$ cat config.mk
export PLATFORM = sky130hd
export DESIGN_NAME = tomography_electrode_sequencer
export DESIGN_NICKNAME = d
export VERILOG_FILES = /design/src/rtl/tes_pkg.sv /design/src/rtl/tes_step.sv /design/src/rtl/tes_skid.sv /design/src/rtl/tomography_electrode_sequencer.sv
export SDC_FILE = /design/constraint.sdc
export NUM_CORES = 1
export LEC_CHECK = 0
export BUFFER_PORTS_ARGS = -buffer_cell sky130_fd_sc_hd__buf_2
export CORE_MARGIN = 2
export CORE_UTILIZATION = 38
export DETAILED_ROUTE_END_ITERATION = 7
export SLEW_MARGIN = 15
export SYNTH_ARGS = -nofsm -noshare
export SYNTH_HDL_FRONTEND = slang
export SYNTH_SLANG_ARGS = --single-unit
$ cat constraint.sdc
create_clock -name clk -period 15.6 [get_ports clk]
set_input_delay 3.9 -clock clk [delete_from_list [all_inputs] [get_ports clk]]
set_output_delay 3.9 -clock clk [all_outputs]
set_load 0.05 [all_outputs]
$ cat src/rtl/tes_pkg.sv
package tes_pkg;

    localparam int ELECTRODES_DEFAULT = 16;

    localparam int ELEC_W      = 4;
    localparam int COUNT_W     = 4;
    localparam int VOLT_W      = 16;
    localparam int MODE_W      = 3;
    localparam int DIR_W       = 2;
    localparam int CFG_INDEX_W = 2;
    localparam int CFG_DATA_W  = 3;

    localparam logic [MODE_W-1:0] MODE_STANDBY      = 3'd0;
    localparam logic [MODE_W-1:0] MODE_CALIBRATE    = 3'd1;
    localparam logic [MODE_W-1:0] MODE_ADJACENT     = 3'd2;
    localparam logic [MODE_W-1:0] MODE_PSEUDO_POLAR = 3'd3;
    localparam logic [MODE_W-1:0] MODE_POLAR_POLAR  = 3'd4;

    localparam logic [DIR_W-1:0] DIR_INC  = 2'd0;
    localparam logic [DIR_W-1:0] DIR_DEC  = 2'd1;
    localparam logic [DIR_W-1:0] DIR_HOLD = 2'd2;

    localparam logic [CFG_INDEX_W-1:0] REG_DRIVE_MODE = 2'd0;
    localparam logic [CFG_INDEX_W-1:0] REG_STEP_DIR   = 2'd1;

    typedef struct packed {
        logic [ELEC_W-1:0]  source;
        logic [ELEC_W-1:0]  sink;
        logic [ELEC_W-1:0]  plus;
        logic [ELEC_W-1:0]  minus;
        logic [COUNT_W-1:0] count;
    } tes_state_t;

    // Packed so that voltage sits in the lowest bits of tdata.
    typedef struct packed {
        logic [2*ELEC_W-1:0] sense_mux;
        logic [2*ELEC_W-1:0] drive_mux;
        logic [ELEC_W-1:0]   minus;
        logic [ELEC_W-1:0]   plus;
        logic [ELEC_W-1:0]   sink;
        logic [ELEC_W-1:0]   source;
        logic [VOLT_W-1:0]   voltage;
    } tes_data_t;

    typedef struct packed {
        logic      cycle_last;
        logic      frame_start;
        logic      cycle_first;
        tes_data_t data;
    } tes_result_t;

    localparam int DATA_W   = $bits(tes_data_t);
    localparam int RESULT_W = $bits(tes_result_t);

    function automatic logic mode_active(logic [MODE_W-1:0] mode);
        return mode inside {MODE_CALIBRATE, MODE_ADJACENT, MODE_PSEUDO_POLAR,
                            MODE_POLAR_POLAR};
    endfunction

    // One electrode step; last is the highest electrode number in use.
    function automatic logic [ELEC_W-1:0] step_elec(logic [ELEC_W-1:0] v,
                                                    logic [DIR_W-1:0]  dir,
                                                    logic [ELEC_W-1:0] last);
        logic [ELEC_W-1:0] r;
        case (dir)
            DIR_INC: r = (v >= last) ? '0 : v + 1'b1;
            DIR_DEC: r = (v == '0 || v > last) ? last : v - 1'b1;
            default: r = v;
        endcase
        return r;
    endfunction

    // Start electrodes of a mode; standby codes keep the electrodes.
    function automatic tes_state_t load_start(tes_state_t s,
                                              logic [MODE_W-1:0] mode,
                                              logic [ELEC_W-1:0] polar_sink);
        tes_state_t r;
        r       = s;
        r.count = '0;
        case (mode)
            MODE_CALIBRATE, MODE_ADJACENT:
            begin
                r.source = ELEC_W'(1);
                r.sink   = '0;
                r.plus   = '0;
                r.minus  = ELEC_W'(1);
            end
            MODE_PSEUDO_POLAR:
            begin
                r.source = '0;
                r.sink   = polar_sink;
                r.plus   = '0;
                r.minus  = ELEC_W'(1);
            end
            MODE_POLAR_POLAR:
            begin
                r.source = '0;
                r.sink   = polar_sink;
                r.plus   = '0;
                r.minus  = polar_sink;
            end
            default: r.count = '0;
        endcase
        return r;
    endfunction

endpackage

$ cat src/rtl/tes_step.sv
module tes_step #(
    parameter int ELECTRODES = tes_pkg::ELECTRODES_DEFAULT
) (
    input  tes_pkg::tes_state_t                 state_cur,
    input  logic [tes_pkg::MODE_W-1:0]          mode,
    input  logic [tes_pkg::DIR_W-1:0]           dir,
    input  logic                                restart,
    input  logic [tes_pkg::VOLT_W-1:0]          voltage,
    output tes_pkg::tes_state_t                 state_next,
    output tes_pkg::tes_result_t                result
);

    localparam logic [tes_pkg::ELEC_W-1:0] LAST_ELEC  = tes_pkg::ELEC_W'(ELECTRODES - 1);
    localparam logic [tes_pkg::ELEC_W-1:0] POLAR_SINK = tes_pkg::ELEC_W'(ELECTRODES / 2 - 1);

    tes_pkg::tes_state_t s0;
    tes_pkg::tes_state_t nxt;
    logic                first;
    logic                last;
    logic                drive_step;

    always_comb
    begin
        s0 = restart ? tes_pkg::load_start(state_cur, mode, POLAR_SINK) : state_cur;

        first = (s0.count == '0);
        // The count is narrow enough to exceed the last position only with
        // fewer than sixteen electrodes, hence a compare rather than equality.
        last  = (s0.count >= tes_pkg::COUNT_W'(ELECTRODES - 1));

        nxt       = s0;
        nxt.plus  = tes_pkg::step_elec(s0.plus, dir, LAST_ELEC);
        nxt.minus = tes_pkg::step_elec(s0.minus, dir, LAST_ELEC);

        drive_step = (mode == tes_pkg::MODE_CALIBRATE) ||
                     (last && mode == tes_pkg::MODE_ADJACENT);
        if (drive_step)
        begin
            nxt.sink   = tes_pkg::step_elec(s0.sink, dir, LAST_ELEC);
            nxt.source = tes_pkg::step_elec(s0.source, dir, LAST_ELEC);
        end
        nxt.count = last ? '0 : s0.count + 1'b1;

        result.data.voltage   = voltage;
        result.data.source    = s0.source;
        result.data.sink      = s0.sink;
        result.data.plus      = s0.plus;
        result.data.minus     = s0.minus;
        result.data.drive_mux = {nxt.sink, nxt.source};
        result.data.sense_mux = {nxt.minus, nxt.plus};
        result.cycle_first    = first;
        result.frame_start    = first && (s0.sink == '0);
        result.cycle_last     = last;

        state_next = nxt;
    end

endmodule

$ cat src/rtl/tes_skid.sv
module tes_skid #(
    parameter int WIDTH = tes_pkg::RESULT_W
) (
    input  logic             clk,
    input  logic             rst_n,
    input  logic             in_valid,
    output logic             in_ready,
    input  logic [WIDTH-1:0] in_data,
    output logic             out_valid,
    input  logic             out_ready,
    output logic [WIDTH-1:0] out_data
);

    logic             main_valid_reg;
    logic [WIDTH-1:0] main_data_reg;
    logic             skid_valid_reg;
    logic [WIDTH-1:0] skid_data_reg;

    assign in_ready  = !skid_valid_reg;
    assign out_valid = main_valid_reg;
    assign out_data  = main_data_reg;

    always_ff @(posedge clk or negedge rst_n)
    begin
        if (!rst_n)
        begin
            main_valid_reg <= 1'b0;
            skid_valid_reg <= 1'b0;
        end
        else if (out_ready || !main_valid_reg)
        begin
            main_valid_reg <= skid_valid_reg || in_valid;
            skid_valid_reg <= 1'b0;
        end
        else if (in_valid)
        begin
            // Output stalled with a beat already held: park the new one.
            skid_valid_reg <= 1'b1;
        end
    end

    always_ff @(posedge clk)
    begin
        if (out_ready || !main_valid_reg)
        begin
            main_data_reg <= skid_valid_reg ? skid_data_reg : in_data;
        end
        else if (in_valid)
        begin
            skid_data_reg <= in_data;
        end
    end

endmodule

$ cat src/rtl/tomography_electrode_sequencer.sv
// Electrode drive sequencer: tags each sample beat with its electrodes.
// The result of an accepted input beat is registered in the output buffer.
// Throughput: one beat per cycle while the output buffer is not full; the electrode
// update and the tag logic are combinational, and a two-entry output buffer absorbs stalls.
// Reset (rst_n, asynchronous, active low): adjacent mode, increment, start
// electrodes source 1, sink 0, plus 0, minus 1, output buffer empty.
module tomography_electrode_sequencer #(
    parameter int ELECTRODES = tes_pkg::ELECTRODES_DEFAULT
) (
    input  logic                               clk,
    input  logic                               rst_n,
    input  logic                               cfg_we,
    input  logic [tes_pkg::CFG_INDEX_W-1:0]    cfg_index,
    input  logic [tes_pkg::CFG_DATA_W-1:0]     cfg_data,
    input  logic                               s_axis_tvalid,
    output logic                               s_axis_tready,
    input  logic [15:0]                        s_axis_tdata,  // sample_voltage
    input  logic [0:0]                         s_axis_tuser,  // restart
    output logic                               m_axis_tvalid,
    input  logic                               m_axis_tready,
    // voltage_out, source_electrode, sink_electrode, plus_electrode,
    // minus_electrode, drive_mux_byte, sense_mux_byte
    output logic [47:0]                        m_axis_tdata,
    output logic [1:0]                         m_axis_tuser,  // cycle_first, frame_start
    output logic                               m_axis_tlast   // cycle_last
);

    localparam logic [tes_pkg::ELEC_W-1:0] POLAR_SINK = tes_pkg::ELEC_W'(ELECTRODES / 2 - 1);

    logic [tes_pkg::MODE_W-1:0] mode_reg;
    logic [tes_pkg::DIR_W-1:0]  dir_reg;
    tes_pkg::tes_state_t        state_reg;
    tes_pkg::tes_state_t        state_next;
    tes_pkg::tes_result_t       step_result;
    tes_pkg::tes_result_t       out_result;
    logic                       in_fire;
    logic                       active;
    logic                       buf_ready;

    assign active        = tes_pkg::mode_active(mode_reg);
    assign s_axis_tready = buf_ready;
    assign in_fire       = s_axis_tvalid && buf_ready;

    tes_step #(
        .ELECTRODES (ELECTRODES)
    ) u_step (
        .state_cur  (state_reg),
        .mode       (mode_reg),
        .dir        (dir_reg),
        .restart    (s_axis_tuser[0]),
        .voltage    (s_axis_tdata),
        .state_next (state_next),
        .result     (step_result)
    );

    always_ff @(posedge clk or negedge rst_n)
    begin
        if (!rst_n)
        begin
            mode_reg        <= tes_pkg::MODE_ADJACENT;
            dir_reg         <= tes_pkg::DIR_INC;
            state_reg.source <= tes_pkg::ELEC_W'(1);
            state_reg.sink   <= '0;
            state_reg.plus   <= '0;
            state_reg.minus  <= tes_pkg::ELEC_W'(1);
            state_reg.count  <= '0;
        end
        else if (cfg_we)
        begin
            case (cfg_index)
                tes_pkg::REG_DRIVE_MODE:
                begin
                    mode_reg  <= cfg_data;
                    state_reg <= tes_pkg::load_start(state_reg, cfg_data, POLAR_SINK);
                end
                tes_pkg::REG_STEP_DIR:
                begin
                    dir_reg <= cfg_data[tes_pkg::DIR_W-1:0];
                end
                default:
                begin
                    dir_reg <= dir_reg;
                end
            endcase
        end
        else if (in_fire && active)
        begin
            state_reg <= state_next;
        end
    end

    // Standby beats are taken and dropped without a result.
    tes_skid #(
        .WIDTH (tes_pkg::RESULT_W)
    ) u_skid (
        .clk       (clk),
        .rst_n     (rst_n),
        .in_valid  (in_fire && active),
        .in_ready  (buf_ready),
        .in_data   (step_result),
        .out_valid (m_axis_tvalid),
        .out_ready (m_axis_tready),
        .out_data  (out_result)
    );

    assign m_axis_tdata = out_result.data;
    assign m_axis_tuser = {out_result.frame_start, out_result.cycle_first};
    assign m_axis_tlast = out_result.cycle_last;

endmodule
# Word level (Yosys, flattened, before mapping)

Index checks and enable logic that the tools add are counted.

Register bits after elaboration: 129
Output and inout bits: 53
Word-level logic and storage cells: 95

$add $sub $neg: 9
Order comparisons: 9
Equality and inequality tests: 12
Mux-type cells: 23
Bitwise gates (word level): 1
Reduce and logical (&&, ||, !) cells: 30

Operator list:

| kind                | count |
|---|---|
| $pmux 16 s3         | 2 |
| $mux 20             | 4 |
| $mux 51             | 1 |
| $mux 4              | 9 |
| $pmux 4 s2          | 4 |
| $add 4x1->4 const B | 5 |
| $ge 4x4->1 const B  | 5 |
| $logic_not 4->1     | 5 |
| $gt 4x4->1 const B  | 4 |
| $sub 4x1->4 const B | 4 |
| $eq 3x2->1 const B  | 4 |
| $mux 8              | 1 |
| $reduce_and 2->1    | 4 |
| $logic_or 1x1->1    | 7 |
| $eq 3x1->1 const B  | 2 |
| $eq 3x3->1 const B  | 2 |
| $eq 2x1->1 const B  | 2 |
| $logic_and 1x1->1   | 4 |
| $logic_not 2->1     | 2 |
| $ne 4x1->1 const B  | 1 |
| $reduce_bool 2->1   | 2 |
| $reduce_bool 4->1   | 1 |
| $reduce_or 2->1     | 2 |
| $reduce_and 3->1    | 1 |
| other kinds (4)     | 6 |

# Depth between registers and ports, before layout

Gate-level depths: netlist of the first run.

Depth after elaboration: 11
Depth in mapped cells: 14

# Hierarchy

A second synthesis of the first run with hierarchy kept.

Cell total of the unflattened synthesis: 484
Area, all modules: 6772.7 sq um

Modules (own cells, without submodules):

| module                         | instances | cells each | area an instance (sq um) | seq. area each (sq um) |
|---|---|---|---|---|
| tes_skid                       | 1         | 168        | 4007.6                   | 3113.0 |
| tes_step                       | 1         | 223        | 1640.3                   | 0.0 |
| tomography_electrode_sequencer | 1         | 93         | 1124.8                   | 629.4 |

# Least setup slack after synthesis of the first run

No wires, ideal clock.

Kind: input -> register
Start point: input port m_axis_tready
End point: register u_skid.skid_data_reg[0], enable pin
Library setup time: 0.523 ns
Arrival: 8.859 ns
Data required time: 15.077 ns
Slack: 6.218 ns
Stages: 2
Path through: nand2b_1 > nor3_1

Longest elaborated chain between the ends: 3

RTL lines:

| item                              | line                                 | RTL |
|---|---|---|
| start: declaration                | tomography_electrode_sequencer.sv:20 | `input logic m_axis_tready,` |
| $logic_or 1x1->1                  | tes_skid.sv:44                       | `if (out_ready \|\| !main_valid_reg)` |
| $not 1->1 (no source line)        | --                                   |  |
| $reduce_and 2->1 (no source line) | --                                   |  |
| end signal: assignment            | tes_skid.sv:50                       | `skid_data_reg <= in_data;` |
| end: declaration                  | tes_skid.sv:17                       | `logic [WIDTH-1:0] skid_data_reg;` |

No other way between the ends.
A chain may end at the register's enable or synchronous reset.

==> flow_summary.html, run 1 <==
<table>
<tr><th>Metric</th><th>Value</th></tr>
<tr><th colspan="2">Floorplanning</th></tr>
<tr><td>Chip width</td><td>129.7 um</td></tr>
<tr><td>Initial Util</td><td>39.21%</td></tr>
<tr><td>Number of top-level pins</td><td>80</td></tr>
<tr><td>Die boundary height</td><td>129.7 um</td></tr>
<tr><td>Total core area</td><td>15310 um2</td></tr>
<tr><td>Total die area</td><td>16820 um2</td></tr>
<tr><td>Floorplan row count</td><td>45</td></tr>
<tr><th colspan="2">Cells and area</th></tr>
<tr><td>Layout Area Growth over Synthesis</td><td>19.09%</td></tr>
<tr><td>Number of fill cells</td><td>1397</td></tr>
<tr><td>Number of standard cells in the layout, taps in and fillers out</td><td>785</td></tr>
<tr><td>Final instance area</td><td>between 7000 and 8000 um2</td></tr>
<tr><td>Layout cell share with drive strength beyond 1</td><td>29.27%</td></tr>
<tr><td>Diodes inserted</td><td>0</td></tr>
<tr><td>Final net count</td><td>599</td></tr>
<tr><th colspan="2">Clocking</th></tr>
<tr><td>Clock sinks</td><td>129</td></tr>
<tr><td>Source-to-sink clock delay at the later pin of the worst-skew pair</td><td>420 ps</td></tr>
<tr><td>Total setup buffers inserted after CTS</td><td>0</td></tr>
<tr><td>Clk slew on worst S/H paths</td><td>about 50 ps</td></tr>
<tr><td>CTS Root Buffer Type</td><td>clkbuf_16</td></tr>
<tr><td>Number of CTS-inserted buffers</td><td>17</td></tr>
<tr><td>Post-cts gate resize count</td><td>0</td></tr>
<tr><td>CTS HTree Levels</td><td>4</td></tr>
<tr><td>Worst-case clock buffer depth</td><td>2</td></tr>
<tr><td>Quantity of hold-fixing buffers added after cts</td><td>0</td></tr>
<tr><td>TritonCTS clock tree</td><td>done</td></tr>
<tr><th colspan="2">Global routing</th></tr>
<tr><td>Global routing usage summed across all routing layers</td><td>between 10% and 20%</td></tr>
<tr><td>Global-route wire length before repair</td><td>21160 um</td></tr>
<tr><td>Largest net degree at the start of global routing</td><td>54</td></tr>
<tr><td>Number of global-route vias before repair</td><td>3928</td></tr>
<tr><td>Antenna violations before repair</td><td>0</td></tr>
<tr><td>Total congestion overflow after global routing</td><td>0</td></tr>
<tr><th colspan="2">Placement</th></tr>
<tr><td>Placed Cells</td><td>753</td></tr>
<tr><td>Routability-driven placement congestion ratio</td><td>0.8355</td></tr>
<tr><td>Cell area reported after detailed placement</td><td>6609 um2</td></tr>
<tr><td>Setup slack after placement</td><td>8929 ps</td></tr>
<tr><td># port buffers</td><td>79</td></tr>
<tr><td>Dpl hpwl</td><td>approximately 8900 um</td></tr>
<tr><th colspan="2">Setup path</th></tr>
<tr><td>Crit Path Category</td><td>in2reg</td></tr>
<tr><td>Kind of cell adding the most delay to the critical path</td><td>compound AO/OA/AOI/OAI gates</td></tr>
<tr><td>Worst r2r dst</td><td>u_skid.out_data[43]</td></tr>
<tr><td>Critical Path AT</td><td>6550 ps</td></tr>
<tr><td>Reg2reg path depth</td><td>10</td></tr>
<tr><td>Max stage delay on crit path</td><td>620 ps</td></tr>
<tr><td>Cell repeated most along the worst path</td><td>a21oi_1</td></tr>
<tr><td>Number of buffers and inverters on the critical path</td><td>2</td></tr>
<tr><td>Slack of the worst reg-to-reg path</td><td>12440 ps</td></tr>
<tr><td>Crit path capture type</td><td>register</td></tr>
<tr><td>Library cell contributing the largest single delay on the critical path</td><td>nor2b_1</td></tr>
<tr><td>Kind of launch point of the worst setup path</td><td>input port</td></tr>
<tr><td>Startpoint of the worst-slack reg-to-reg timing path</td><td>mode_reg[2]</td></tr>
<tr><td>Maximum fanout encountered on the critical timing path</td><td>18</td></tr>
<tr><td>CP Cell Sequence</td><td>buf_2 -&gt; nor2b_1 -&gt; a21boi_4 -&gt; nand2_1 -&gt; inv_1 -&gt; ha_1 -&gt; a21oi_1 -&gt; o21ai_0 -&gt; a21oi_1 -&gt; a21oi_1 -&gt; o21ai_0 -&gt; mux2_2</td></tr>
<tr><td>Required time worst endpoint</td><td>15890 ps</td></tr>
<tr><th colspan="2">Status</th></tr>
<tr><td>Status</td><td>complete, no violations</td></tr>
<tr><th colspan="2">Synthesis</th></tr>
<tr><td>Synthesized area per cell</td><td>~13 um2</td></tr>
<tr><td>Portion of the post-synthesis area used by sequential elements</td><td>a little over 60%</td></tr>
<tr><td>Count of flip-flops with a built-in enable after synthesis</td><td>102</td></tr>
<tr><td>Flip-flop cell with the highest count after synthesis</td><td>edfxtp_1</td></tr>
<tr><td>Total standard cell area after synthesis</td><td>around 6000 um2</td></tr>
<tr><td>Number of warning messages in the yosys log</td><td>0</td></tr>
<tr><td>Ranking of synthesized cells by instance count</td><td>102 x edfxtp_1, 59 x nand2_1, 34 x mux2_2, 32 x o21ai_0, 29 x inv_1</td></tr>
<tr><td>Area share of the largest cell type after synthesis</td><td>between 50% and 60%</td></tr>
<tr><td>Syn Nets</td><td>517</td></tr>
<tr><td>Most instantiated library cell after synthesis</td><td>edfxtp_1</td></tr>
<tr><td>Fraction of synthesis flops using an asynchronous set or reset pin</td><td>between 20% and 30%</td></tr>
<tr><td>Library cell with the largest summed area after synthesis</td><td>edfxtp_1</td></tr>
<tr><td>Unique masters post-synth</td><td>65</td></tr>
<tr><td>Number of standard cells after synthesis</td><td>479</td></tr>
<tr><td>Top area cells in the synthesized netlist</td><td>edfxtp_1 51%, dfrtp_1 10%, mux2_2 6.4%</td></tr>
<tr><td>Post-synthesis sequential element count</td><td>129</td></tr>
<tr><th colspan="2">STA</th></tr>
<tr><td>Ratio of final minimum period to clock period</td><td>40.17%</td></tr>
<tr><td>Final count of hold timing violations</td><td>0</td></tr>
<tr><td>Upper clock frequency limit</td><td>~160 MHz</td></tr>
<tr><td>Post-route worst hold slack</td><td>495.6 ps</td></tr>
<tr><td>Number of pins exceeding their max-slew limit in the final report</td><td>0</td></tr>
<tr><td>Tightest Pin Transition</td><td>797.7 ps</td></tr>
<tr><td>Final setup violating endpoints</td><td>0</td></tr>
<tr><td>Post-route worst setup slack</td><td>9333 ps</td></tr>
<tr><td>Post-route setup TNS</td><td>0 ps</td></tr>
<tr><td>Setup repair after global routing missed its margin</td><td>false</td></tr>
<tr><td>Worst slew margin relative to its limit</td><td>46.53%</td></tr>
<tr><td>Final critical path time including I/O delays and setup</td><td>6267 ps</td></tr>
<tr><td>Final clock skew</td><td>9.201 ps</td></tr>
<tr><th colspan="2">Job</th></tr>
<tr><td>Max Cap Viol</td><td>0</td></tr>
<tr><th colspan="2">Drt</th></tr>
<tr><td>Wire length per cell</td><td>between 15 and 20 um</td></tr>
<tr><td>Average vias per placed instance</td><td>between 5 and 6</td></tr>
<tr><td>DRC violations left</td><td>0</td></tr>
<tr><td>Post-route ant nets</td><td>0</td></tr>
<tr><td>Number of vias after detailed routing</td><td>between 4000 and 5000</td></tr>
<tr><td>Number of DRC violations after detailed-routing iteration 0</td><td>just over 300</td></tr>
<tr><td>Final wirelength</td><td>13490 um</td></tr>
<tr><td>1st-pass router iterations</td><td>5</td></tr>
<tr><th colspan="2">Worst hold path</th></tr>
<tr><td>Origin of the worst min-delay path</td><td>state_reg[15]</td></tr>
<tr><td>Kind of path behind the tightest hold check</td><td>reg2reg</td></tr>
<tr><td>End of the worst hold path</td><td>state_reg[15]</td></tr>
<tr><td>Worst Hold Depth</td><td>1</td></tr>
<tr><th colspan="2">Power and ir drop</th></tr>
<tr><td>Worst vdd ir</td><td>0.08500 mV</td></tr>
<tr><td>Power Density</td><td>200.2 nW/um2</td></tr>
<tr><td>LEAKAGE</td><td>2.879 nW</td></tr>
</table>
==> cell usage in the layout, fill, tap and decap left out, drive strengths merged, types with 3 or more instances in the layout <==
cell     Yosys  routed
nand2b       6       6
o22ai        4       4
nor2        21      21
dfrtp       24      24
nand3        5       5
o221ai       3       3
clkinv       1       4
buf         11      85
ha          11      11
mux2        34      34
nor3        11      11
o21ai       32      32
dfstp        3       3
edfxtp     102     102
a21oi       25      25
o31ai        5       5
nand2       59      59
nor2b        3       3
xnor2        8       8
clkbuf      11      27
a22o         6       6
nand4        4       4
a211oi       3       3
a221oi       6       6
inv         32      33
a2bb2oi      3       3
a22oi        4       4
a221o        4       4
o211ai       4       4
a21o         3       3
==> stage by stage <==
| stage | util [%] | power (mW) |
|---|---|---|
| after floorplan | - | 0.9506 |
| after global placement | 43.12 | 1.068 |
| after detailed placement | 43.15 | 1.078 |
| after CTS | 46.69 | 1.442 |
| after global routing | 46.69 | 1.508 |
| final | 46.69 | 1.431 |
==> power breakdown <==
part | internal, mW | switching, mW | leakage, nW
combinational | 0.152 | 0.374 | 1.27
sequential | 0.490 | 0.0546 | 1.34
clock | 0.223 | 0.136 | 0.268
total | 0.866 | 0.565 | 2.88
==> layout make-up <==
class	instances	area [um2]	area share, %
Clock buffer	27	513.0	7.174
Clock inverter	5	28.78	0.4024
Inverter	33	126.4	1.767
Multi-Input combinational cell	295	2034	28.45
Sequential cell	129	3744	52.35
Tap cell	211	264.0	3.692
Timing Repair Buffer	85	440.4	6.159
==> cells by family (layout without fill, tap and decap cells) <==
group	Yosys count	count (layout)	synth area share, %
DFF	129	129	62.33
and+or+nand+nor	122	122	9.502
AOI/OAI and AO/OA	118	118	14.04
buffers and inverters	55	150	4.001
muxes	34	34	6.376
adders and majority gates	11	11	2.292
xor gates and xnor gates	10	10	1.459
==> worst max-delay path by stage <==
stage,end,slack (ps),startpoint,cells after the start
floorplan,u_skid.skid_data_reg[0],6220,m_axis_tready,2
global placement,u_skid.out_data[36],8740,s_axis_tuser,11
detailed placement,u_skid.out_data[39],8930,s_axis_tuser,7
CTS,u_skid.out_data[39],9370,s_axis_tuser,7
global route,u_skid.out_data[39],8970,s_axis_tuser,9
finish,u_skid.out_data[43],9330,s_axis_tuser,12
==> layer usage <==
| metal | share of wire [%] | track usage [%] | up-vias |
|---|---|---|---|
| li1 | - | - | 1956 |
| met1 | 45 | 21.99 | 1968 |
| met2 | 46 | 25.19 | 152 |
| met3 | 6.5 | 5.658 | 33 |
| met4 | 3.1 | 8.412 | 0 |
| met5 | 0 | 0 | - |
(Power assumes the default switching activity.)
==> run 2: changes to the inputs <==
--- a/config.mk
+++ b/config.mk
@@ -5,6 +5,7 @@
 export SDC_FILE = /design/constraint.sdc
 export NUM_CORES = 1
 export LEC_CHECK = 0
+export ABC_AREA = 1
 export BUFFER_PORTS_ARGS = -buffer_cell sky130_fd_sc_hd__buf_2
 export CORE_MARGIN = 2
 export CORE_UTILIZATION = 38
==> constraint.sdc (replaced) <==
create_clock -name clk -period 5.8 [get_ports clk]
set_input_delay 1.45 -clock clk [delete_from_list [all_inputs] [get_ports clk]]
set_output_delay 1.45 -clock clk [all_outputs]
set_load 0.05 [all_outputs]
==> flow_summary.html, run 2 <==
<table>
<tr><th>Metric</th><th>Value</th></tr>
<tr><th colspan="2">Clocking</th></tr>
<tr><td>Number of CTS-inserted buffers</td><td>17</td></tr>
<tr><td>CTS Root Buffer Type</td><td>clkbuf_16</td></tr>
<tr><td>Post-cts gate resize count</td><td>0</td></tr>
<tr><td>Source-to-sink clock delay at the later pin of the worst-skew pair</td><td>420 ps</td></tr>
<tr><td>Quantity of hold-fixing buffers added after cts</td><td>0</td></tr>
<tr><td>Worst-case clock buffer depth</td><td>2</td></tr>
<tr><td>Clock sinks</td><td>about 130</td></tr>
<tr><td>TritonCTS clock tree</td><td>done</td></tr>
<tr><td>Total setup buffers inserted after CTS</td><td>0</td></tr>
<tr><td>CTS HTree Levels</td><td>4</td></tr>
<tr><td>Clk slew on worst S/H paths</td><td>60 ps</td></tr>
<tr><th colspan="2">Cells and area</th></tr>
<tr><td>Layout cell share with drive strength beyond 1</td><td>24.46%</td></tr>
<tr><td>Layout Area Growth over Synthesis</td><td>20.00%</td></tr>
<tr><td>Final instance area</td><td>7273 um2</td></tr>
<tr><td>Most common cell after layout, fill and taps aside</td><td>nand2_1</td></tr>
<tr><td>Diodes inserted</td><td>0</td></tr>
<tr><td>Area taken by flip-flops and latches</td><td>about 3700 um2</td></tr>
<tr><td>Total area of multi-input combinational cells</td><td>2017 um2</td></tr>
<tr><td>Number of fill cells</td><td>approximately 1500</td></tr>
<tr><td>Utilization after layout</td><td>46.29%</td></tr>
<tr><td>Final net count</td><td>716</td></tr>
<tr><td>Commonest non-fill, non-tap cells in the layout</td><td>199 x nand2_1, 102 x edfxtp_1, 79 x buf_2</td></tr>
<tr><th colspan="2">Job</th></tr>
<tr><td>Max Cap Viol</td><td>0</td></tr>
<tr><th colspan="2">Synthesis</th></tr>
<tr><td>Ranking of synthesized cells by instance count</td><td>200 x nand2_1, 102 x edfxtp_1, 46 x inv_1, 38 x o21ai_0, 28 x nor2_1</td></tr>
<tr><td>Adder and majority gate portion of the synthesized area</td><td>2.271%</td></tr>
<tr><td>Area share of xor/xnor cells in the synthesized design</td><td>less than 1%</td></tr>
<tr><td>Fraction of synthesis flops using an asynchronous set or reset pin</td><td>20.93%</td></tr>
<tr><td>Complex-gate fraction of the synthesized area</td><td>7.040%</td></tr>
<tr><td>Post-synthesis sequential element count</td><td>about 130</td></tr>
<tr><td>Fraction of the mapped netlist area in simple logic gates</td><td>approximately 23%</td></tr>
<tr><td>Portion of the post-synthesis area used by sequential elements</td><td>61.75%</td></tr>
<tr><td>Library cell with the largest summed area after synthesis</td><td>edfxtp_1</td></tr>
<tr><td>Total standard cell area after synthesis</td><td>slightly above 6000 um2</td></tr>
<tr><td>Number of standard cells after synthesis</td><td>593</td></tr>
<tr><td>Synthesized area per cell</td><td>10.22 um2</td></tr>
<tr><td>Count of flip-flops with a built-in enable after synthesis</td><td>102</td></tr>
<tr><td>Syn Nets</td><td>about 630</td></tr>
<tr><td>Number of warning messages in the yosys log</td><td>0</td></tr>
<tr><td>Most instantiated library cell after synthesis</td><td>nand2_1</td></tr>
<tr><td>Unique masters post-synth</td><td>48</td></tr>
<tr><td>Main combinational cell family by area after synthesis</td><td>simple AND/OR/NAND/NOR gates</td></tr>
<tr><td>Area share of the largest cell type after synthesis</td><td>between 50% and 60%</td></tr>
<tr><td>Top area cells in the synthesized netlist</td><td>edfxtp_1 51%, nand2_1 12%, dfrtp_1 9.9%</td></tr>
<tr><td>Multiplexer fraction of the synthesized cell area</td><td>0%</td></tr>
<tr><td>Flip-flop cell with the highest count after synthesis</td><td>edfxtp_1</td></tr>
<tr><th colspan="2">Placement</th></tr>
<tr><td>Setup slack after placement</td><td>2229 ps</td></tr>
<tr><td>Dpl hpwl</td><td>a little over 9000 um</td></tr>
<tr><td>Routability-driven placement congestion ratio</td><td>0.8655</td></tr>
<tr><td># port buffers</td><td>just under 80</td></tr>
<tr><td>Cell area reported after detailed placement</td><td>approximately 6700 um2</td></tr>
<tr><th colspan="2">STA</th></tr>
<tr><td>Number of pins exceeding their max-slew limit in the final report</td><td>0</td></tr>
<tr><td>Post-route worst hold slack</td><td>515.9 ps</td></tr>
<tr><td>Post-route setup TNS</td><td>0 ps</td></tr>
<tr><td>Setup repair after global routing missed its margin</td><td>false</td></tr>
<tr><td>Final setup violating endpoints</td><td>0</td></tr>
<tr><td>Worst slew margin relative to its limit</td><td>about a quarter</td></tr>
<tr><td>Final clock skew</td><td>between 7 and 8 ps</td></tr>
<tr><td>Post-route worst setup slack</td><td>2560 ps</td></tr>
<tr><td>Final critical path time including I/O delays and setup</td><td>3240 ps</td></tr>
<tr><td>Tightest Pin Transition</td><td>1102 ps</td></tr>
<tr><td>Final count of hold timing violations</td><td>0</td></tr>
<tr><td>Ratio of final minimum period to clock period</td><td>between 50% and 60%</td></tr>
<tr><td>Upper clock frequency limit</td><td>approximately 310 MHz</td></tr>
<tr><th colspan="2">Setup path</th></tr>
<tr><td>Kind of launch point of the worst setup path</td><td>register</td></tr>
<tr><td>Crit path capture type</td><td>output pin</td></tr>
<tr><td>End point of the critical path</td><td>s_axis_tready</td></tr>
<tr><td>Launch point of the critical path</td><td>u_skid.skid_valid_reg</td></tr>
<tr><td>Required time worst endpoint</td><td>~4400 ps</td></tr>
<tr><td>Worst r2r dst</td><td>u_skid.out_data[42]</td></tr>
<tr><td>Max stage delay on crit path</td><td>500 ps</td></tr>
<tr><td>Critical Path AT</td><td>between 1500 and 2000 ps</td></tr>
<tr><td>Library cell contributing the largest single delay on the critical path</td><td>inv_2</td></tr>
<tr><td>Maximum fanout encountered on the critical timing path</td><td>34</td></tr>
<tr><td>Startpoint of the worst-slack reg-to-reg timing path</td><td>mode_reg[1]</td></tr>
<tr><td>Reg2reg path depth</td><td>11</td></tr>
<tr><td>Slack of the worst reg-to-reg path</td><td>3090 ps</td></tr>
<tr><td>CP Cell Sequence</td><td>inv_2 -&gt; buf_2</td></tr>
<tr><td>Crit Path Category</td><td>reg2out</td></tr>
<tr><th colspan="2">Floorplanning</th></tr>
<tr><td>Number of top-level pins</td><td>80</td></tr>
<tr><td>Initial Util</td><td>roughly 39%</td></tr>
<tr><td>Chip width</td><td>130.3 um</td></tr>
<tr><td>Die boundary height</td><td>around 130 um</td></tr>
<tr><td>Total die area</td><td>16980 um2</td></tr>
<tr><td>Total core area</td><td>about 16000 um2</td></tr>
<tr><td>Floorplan row count</td><td>46</td></tr>
<tr><th colspan="2">Drt</th></tr>
<tr><td>Met2 routed wirelength</td><td>6292 um</td></tr>
<tr><td>1st-pass router iterations</td><td>5</td></tr>
<tr><td>DRC violations left</td><td>0</td></tr>
<tr><td>Post-route ant nets</td><td>0</td></tr>
<tr><td>Number of DRC violations after detailed-routing iteration 0</td><td>285</td></tr>
<tr><td>Final wirelength</td><td>~14000 um</td></tr>
<tr><td>Top layer used by detailed routing</td><td>met4</td></tr>
<tr><td>Wire length on met1</td><td>6392 um</td></tr>
<tr><td>Wire length per cell</td><td>about 15 um</td></tr>
<tr><td>Average vias per placed instance</td><td>just under 5</td></tr>
<tr><td>Number of vias after detailed routing</td><td>4375</td></tr>
<tr><td>DR WL met3</td><td>between 700 and 800 um</td></tr>
<tr><th colspan="2">Status</th></tr>
<tr><td>Status</td><td>complete, no violations</td></tr>
<tr><th colspan="2">Power and ir drop</th></tr>
<tr><td>LEAKAGE</td><td>around 3.2 nW</td></tr>
<tr><td>Worst vdd ir</td><td>0.2429 mV</td></tr>
<tr><td>Power Density</td><td>542.7 nW/um2</td></tr>
<tr><th colspan="2">Global routing</th></tr>
<tr><td>Antenna violations before repair</td><td>0</td></tr>
<tr><td>Global-route wire length before repair</td><td>21740 um</td></tr>
<tr><td>Largest net degree at the start of global routing</td><td>70</td></tr>
<tr><td>Number of global-route vias before repair</td><td>4180</td></tr>
<tr><td>Total congestion overflow after global routing</td><td>0</td></tr>
<tr><td>Global routing usage summed across all routing layers</td><td>17.14%</td></tr>
<tr><th colspan="2">Worst hold path</th></tr>
<tr><td>Kind of path behind the tightest hold check</td><td>reg2reg</td></tr>
</table>
==> run 2: cell count changes after synthesis, moves of 10 or more <==
cell     before  now
nand2_1      59  200
a21oi_1      25    5
inv_1        29   46
o21ai_1       0   10
nand3_1       5   24
mux2_2       34    0
==> run 2: how the worst min path moves through the flow <==
stage                                        start             endpoint  slack (ps)  cells after the start
after floorplan                       state_reg[5]         state_reg[5]         470                      2
after global placement                state_reg[5]         state_reg[5]         500                      2
after detailed placement  u_skid.skid_data_reg[39]  u_skid.out_data[39]         510                      2
after CTS                 u_skid.skid_data_reg[39]  u_skid.out_data[39]         520                      2
after global routing      u_skid.skid_data_reg[46]  u_skid.out_data[46]         530                      2
final                      u_skid.skid_data_reg[9]   u_skid.out_data[9]         520                      2
==> run 2: cell families after synthesis <==
logic type                 Yosys count
and+or+nand+nor                    298
adders and majority gates           11
DFF                                129
xor gates and xnor gates             5
buffers and inverters               77
AOI/OAI and AO/OA                   73
==> run 2: metal layers <==
layer | track usage (%) | up-vias
li1 | - | 2165
met1 | 22.25 | 2059
met2 | 26.92 | 130
met3 | 5.125 | 21
met4 | 7.147 | 0
met5 | 0 | -
==> run 2: layout make-up <==
type                    instances  area share, %
well taps                     216          3.716
inverters                      61          3.183
flip-flops and latches        129          51.47
repair buffers                 82          5.746
clock buffers                  18          5.901
clock inverters                14          2.254
multi-input cells             387          27.73
==> run 2: through the flow <==
stage | std cells | total power [mW]
after floorplan | 593 | 2.547
after global placement | 875 | 2.883
after detailed placement | 875 | 2.901
after CTS | 907 | 3.988
after global routing | 907 | 4.167
final | 907 | 3.947
==> run 2: report_power, final <==
group	switching, mW	leakage (nW)	internal, mW	total (mW)
Sequential	0.0936	1.35	1.32	1.41
Clock	0.399	0.286	0.673	1.07
Combinational	1.11	1.56	0.351	1.46
==> run 2: critical path: cells and delay by family, from the launching register on <==
family | cells | cell delay (ps)
flops | 1 | 460
buf+inv | 2 | 880
==> run 3: changes to the inputs <==
==> constraint.sdc (replaced) <==
create_clock -name clk -period 2.83 [get_ports clk]
set_input_delay 0.7075 -clock clk [delete_from_list [all_inputs] [get_ports clk]]
set_output_delay 0.7075 -clock clk [all_outputs]
set_load 0.05 [all_outputs]
==> flow_summary.html, run 3 (synthesized netlist as in run 2, its figures left out) <==
<table>
<tr><th>Metric</th><th>Value</th></tr>
<tr><th colspan="2">Power and ir drop</th></tr>
<tr><td>Switching power total</td><td>3.289 mW</td></tr>
<tr><td>Part of the total power dissipated in the clock network</td><td>27.0%</td></tr>
<tr><td>Power consumption</td><td>between 8 and 9 mW</td></tr>
<tr><td>Power Density</td><td>1105 nW/um2</td></tr>
<tr><td>Switching share of power</td><td>between 40% and 50%</td></tr>
<tr><td>Worst vdd ir</td><td>0.5407 mV</td></tr>
<tr><td>Combinational group share of total power</td><td>37.2%</td></tr>
<tr><td>Register share of total power</td><td>35.7%</td></tr>
<tr><td>Int Power</td><td>4.818 mW</td></tr>
<tr><td>LEAKAGE</td><td>3.225 nW</td></tr>
<tr><th colspan="2">Clocking</th></tr>
<tr><td>Source-to-sink clock delay at the later pin of the worst-skew pair</td><td>between 400 and 500 ps</td></tr>
<tr><td>CTS Root Buffer Type</td><td>clkbuf_16</td></tr>
<tr><td>Worst-case clock buffer depth</td><td>2</td></tr>
<tr><td>Clock sinks</td><td>between 100 and 150</td></tr>
<tr><td>CTS HTree Levels</td><td>4</td></tr>
<tr><td>Number of CTS-inserted buffers</td><td>17</td></tr>
<tr><td>Clk slew on worst S/H paths</td><td>60 ps</td></tr>
<tr><td>Total setup buffers inserted after CTS</td><td>0</td></tr>
<tr><td>TritonCTS clock tree</td><td>done</td></tr>
<tr><th colspan="2">Floorplanning</th></tr>
<tr><td>Total die area</td><td>~17000 um2</td></tr>
<tr><td>Floorplan row count</td><td>46</td></tr>
<tr><td>Total core area</td><td>15710 um2</td></tr>
<tr><td>Die boundary height</td><td>130.3 um</td></tr>
<tr><td>Chip width</td><td>around 130 um</td></tr>
<tr><td>Initial Util</td><td>~39%</td></tr>
<tr><td>Number of top-level pins</td><td>80</td></tr>
<tr><th colspan="2">Drt</th></tr>
<tr><td>Average vias per placed instance</td><td>4.831</td></tr>
<tr><td>Wire length per cell</td><td>14.96 um</td></tr>
<tr><td>Number of vias after detailed routing</td><td>4411</td></tr>
<tr><td>Number of DRC violations after detailed-routing iteration 0</td><td>284</td></tr>
<tr><td>1st-pass router iterations</td><td>5</td></tr>
<tr><td>Final wirelength</td><td>13660 um</td></tr>
<tr><td>DRC violations left</td><td>0</td></tr>
<tr><td>Post-route ant nets</td><td>0</td></tr>
<tr><th colspan="2">Placement</th></tr>
<tr><td>Routability-driven placement congestion ratio</td><td>0.8240</td></tr>
<tr><td>Dpl hpwl</td><td>9250 um</td></tr>
<tr><td># port buffers</td><td>just under 80</td></tr>
<tr><th colspan="2">Setup path</th></tr>
<tr><td>Critical Path AT</td><td>2730 ps</td></tr>
<tr><td>Kind of launch point of the worst setup path</td><td>register</td></tr>
<tr><td>Required time worst endpoint</td><td>2980 ps</td></tr>
<tr><td>Crit path capture type</td><td>register</td></tr>
<tr><td>Slack of the worst reg-to-reg path</td><td>250 ps</td></tr>
<tr><td>Crit Path Category</td><td>reg2reg</td></tr>
<tr><td>Maximum fanout encountered on the critical timing path</td><td>13</td></tr>
<tr><th colspan="2">Global routing</th></tr>
<tr><td>Number of global-route vias before repair</td><td>4336</td></tr>
<tr><td>Largest net degree at the start of global routing</td><td>39</td></tr>
<tr><td>Total congestion overflow after global routing</td><td>0</td></tr>
<tr><td>Global-route wire length before repair</td><td>about 22000 um</td></tr>
<tr><td>Antenna violations before repair</td><td>0</td></tr>
<tr><td>Global routing usage summed across all routing layers</td><td>17.22%</td></tr>
<tr><th colspan="2">STA</th></tr>
<tr><td>Final count of hold timing violations</td><td>0</td></tr>
<tr><td>Worst slew margin relative to its limit</td><td>56.55%</td></tr>
<tr><td>Post-route worst hold slack</td><td>313.8 ps</td></tr>
<tr><td>Setup repair after global routing missed its margin</td><td>false</td></tr>
<tr><td>Tightest Pin Transition</td><td>roughly 650 ps</td></tr>
<tr><td>Number of pins exceeding their max-slew limit in the final report</td><td>0</td></tr>
<tr><td>Final clock skew</td><td>8.757 ps</td></tr>
<tr><td>Ratio of final minimum period to clock period</td><td>approximately 91%</td></tr>
<tr><td>Upper clock frequency limit</td><td>387.3 MHz</td></tr>
<tr><td>Final critical path time including I/O delays and setup</td><td>between 2000 and 3000 ps</td></tr>
<tr><td>Final setup violating endpoints</td><td>0</td></tr>
<tr><th colspan="2">Cells and area</th></tr>
<tr><td>Final net count</td><td>~720</td></tr>
<tr><td>Most common cell after layout, fill and taps aside</td><td>nand2_1</td></tr>
<tr><td>Layout cell share with drive strength beyond 1</td><td>25.11%</td></tr>
<tr><td>Layout Area Growth over Synthesis</td><td>21.10%</td></tr>
<tr><td>Diodes inserted</td><td>0</td></tr>
<tr><td>Commonest non-fill, non-tap cells in the layout</td><td>199 x nand2_1, 102 x edfxtp_1, 79 x buf_2</td></tr>
<tr><th colspan="2">Job</th></tr>
<tr><td>Max Cap Viol</td><td>0</td></tr>
<tr><th colspan="2">Worst hold path</th></tr>
<tr><td>Kind of path behind the tightest hold check</td><td>in2async</td></tr>
<tr><th colspan="2">Status</th></tr>
<tr><td>Status</td><td>complete, no violations</td></tr>
</table>
==> run 3: cell types whose count changed in the layout (fill, tap and decap cells not counted), sizes merged <==
cell / previous run / this run
buf: 82 / 88
clkinv: 9 / 12
clkinvlp: 3 / 2
inv: 60 / 58
==> run 3: stage by stage <==
step / instance area, um2 / setup WS, ps / TNS [ps] / instances / utilization [%]
floorplan: 6097 / -391.9 / -19990 / 593 / -
global placement: 6744 / 193.1 / 0 / 881 / 42.92
detailed placement: 6744 / 110.6 / 0 / 881 / 42.92
CTS: 7337 / 206.6 / 0 / 913 / 46.70
global route: 7340 / 11.03 / 0 / 913 / 46.71
finish: 7340 / 247.8 / 0 / 913 / 46.71
==> run 3: repair_timing <==
action	CTS	global route
resized for setup	0	1
setup endpoints to repair	0	4
hold buffers	0	0
==> run 3: worst max-delay path, cell delays in order, from the launching register on <==
cell and delay (ps):
dfstp_2 560, inv_1 40, nand3_1 110, nand2_2 110, nand2_4 220, nand2_4 160
nor2_4 180, inv_1 70, ha_1 280, nand2_1 60, o21ai_0 70, nand2_1 60
a21boi_1 270, o21ai_0 110
==> run 3: worst paths after layout <==
kind,start,to,depth (start not counted)
setup / recovery,mode_reg[1],u_skid.out_data[33],13
hold / removal,rst_n,dir_reg[0],1
setup reg to reg,mode_reg[1],u_skid.out_data[33],13
hold reg to reg,state_reg[19],state_reg[19],2
max in group asynchronous,rst_n,u_skid.skid_valid_reg,1
min in group clk,s_axis_tdata[9],u_skid.skid_data_reg[9],1
==> run 3: final cells by class <==
class	count	area (um2)
inverters	61	235.2
clock inverters	14	163.9
repair buffers	88	462.9
flip-flops and latches	129	3745
fillers	1456	8373
well taps	216	270.3
clock buffers	18	429.2
multi-input cells	387	2033
==> run 3: routing by layer <==
layer	vias up	global-route usage, %	wire (um)
li1	2186	-	-
met1	2089	22.20	6200
met2	119	26.73	6543
met3	17	5.248	701
met4	0	7.970	212
met5	-	0	0
==> run 3: power groups by stage <==
| stage | Combinational, mW | Clock, mW | Sequential, mW |
|---|---|---|---|
| 2_1_floorplan | 1.31 | 0 | 3.92 |
| 3_3_place_gp | 2.98 | 0 | 2.93 |
| 3_5_place_dp | 3.02 | 0 | 2.93 |
| 4_1_cts | 3.04 | 2.24 | 2.90 |
| 5_1_grt | 3.32 | 2.31 | 2.94 |
| 6_report | 3.02 | 2.19 | 2.90 |
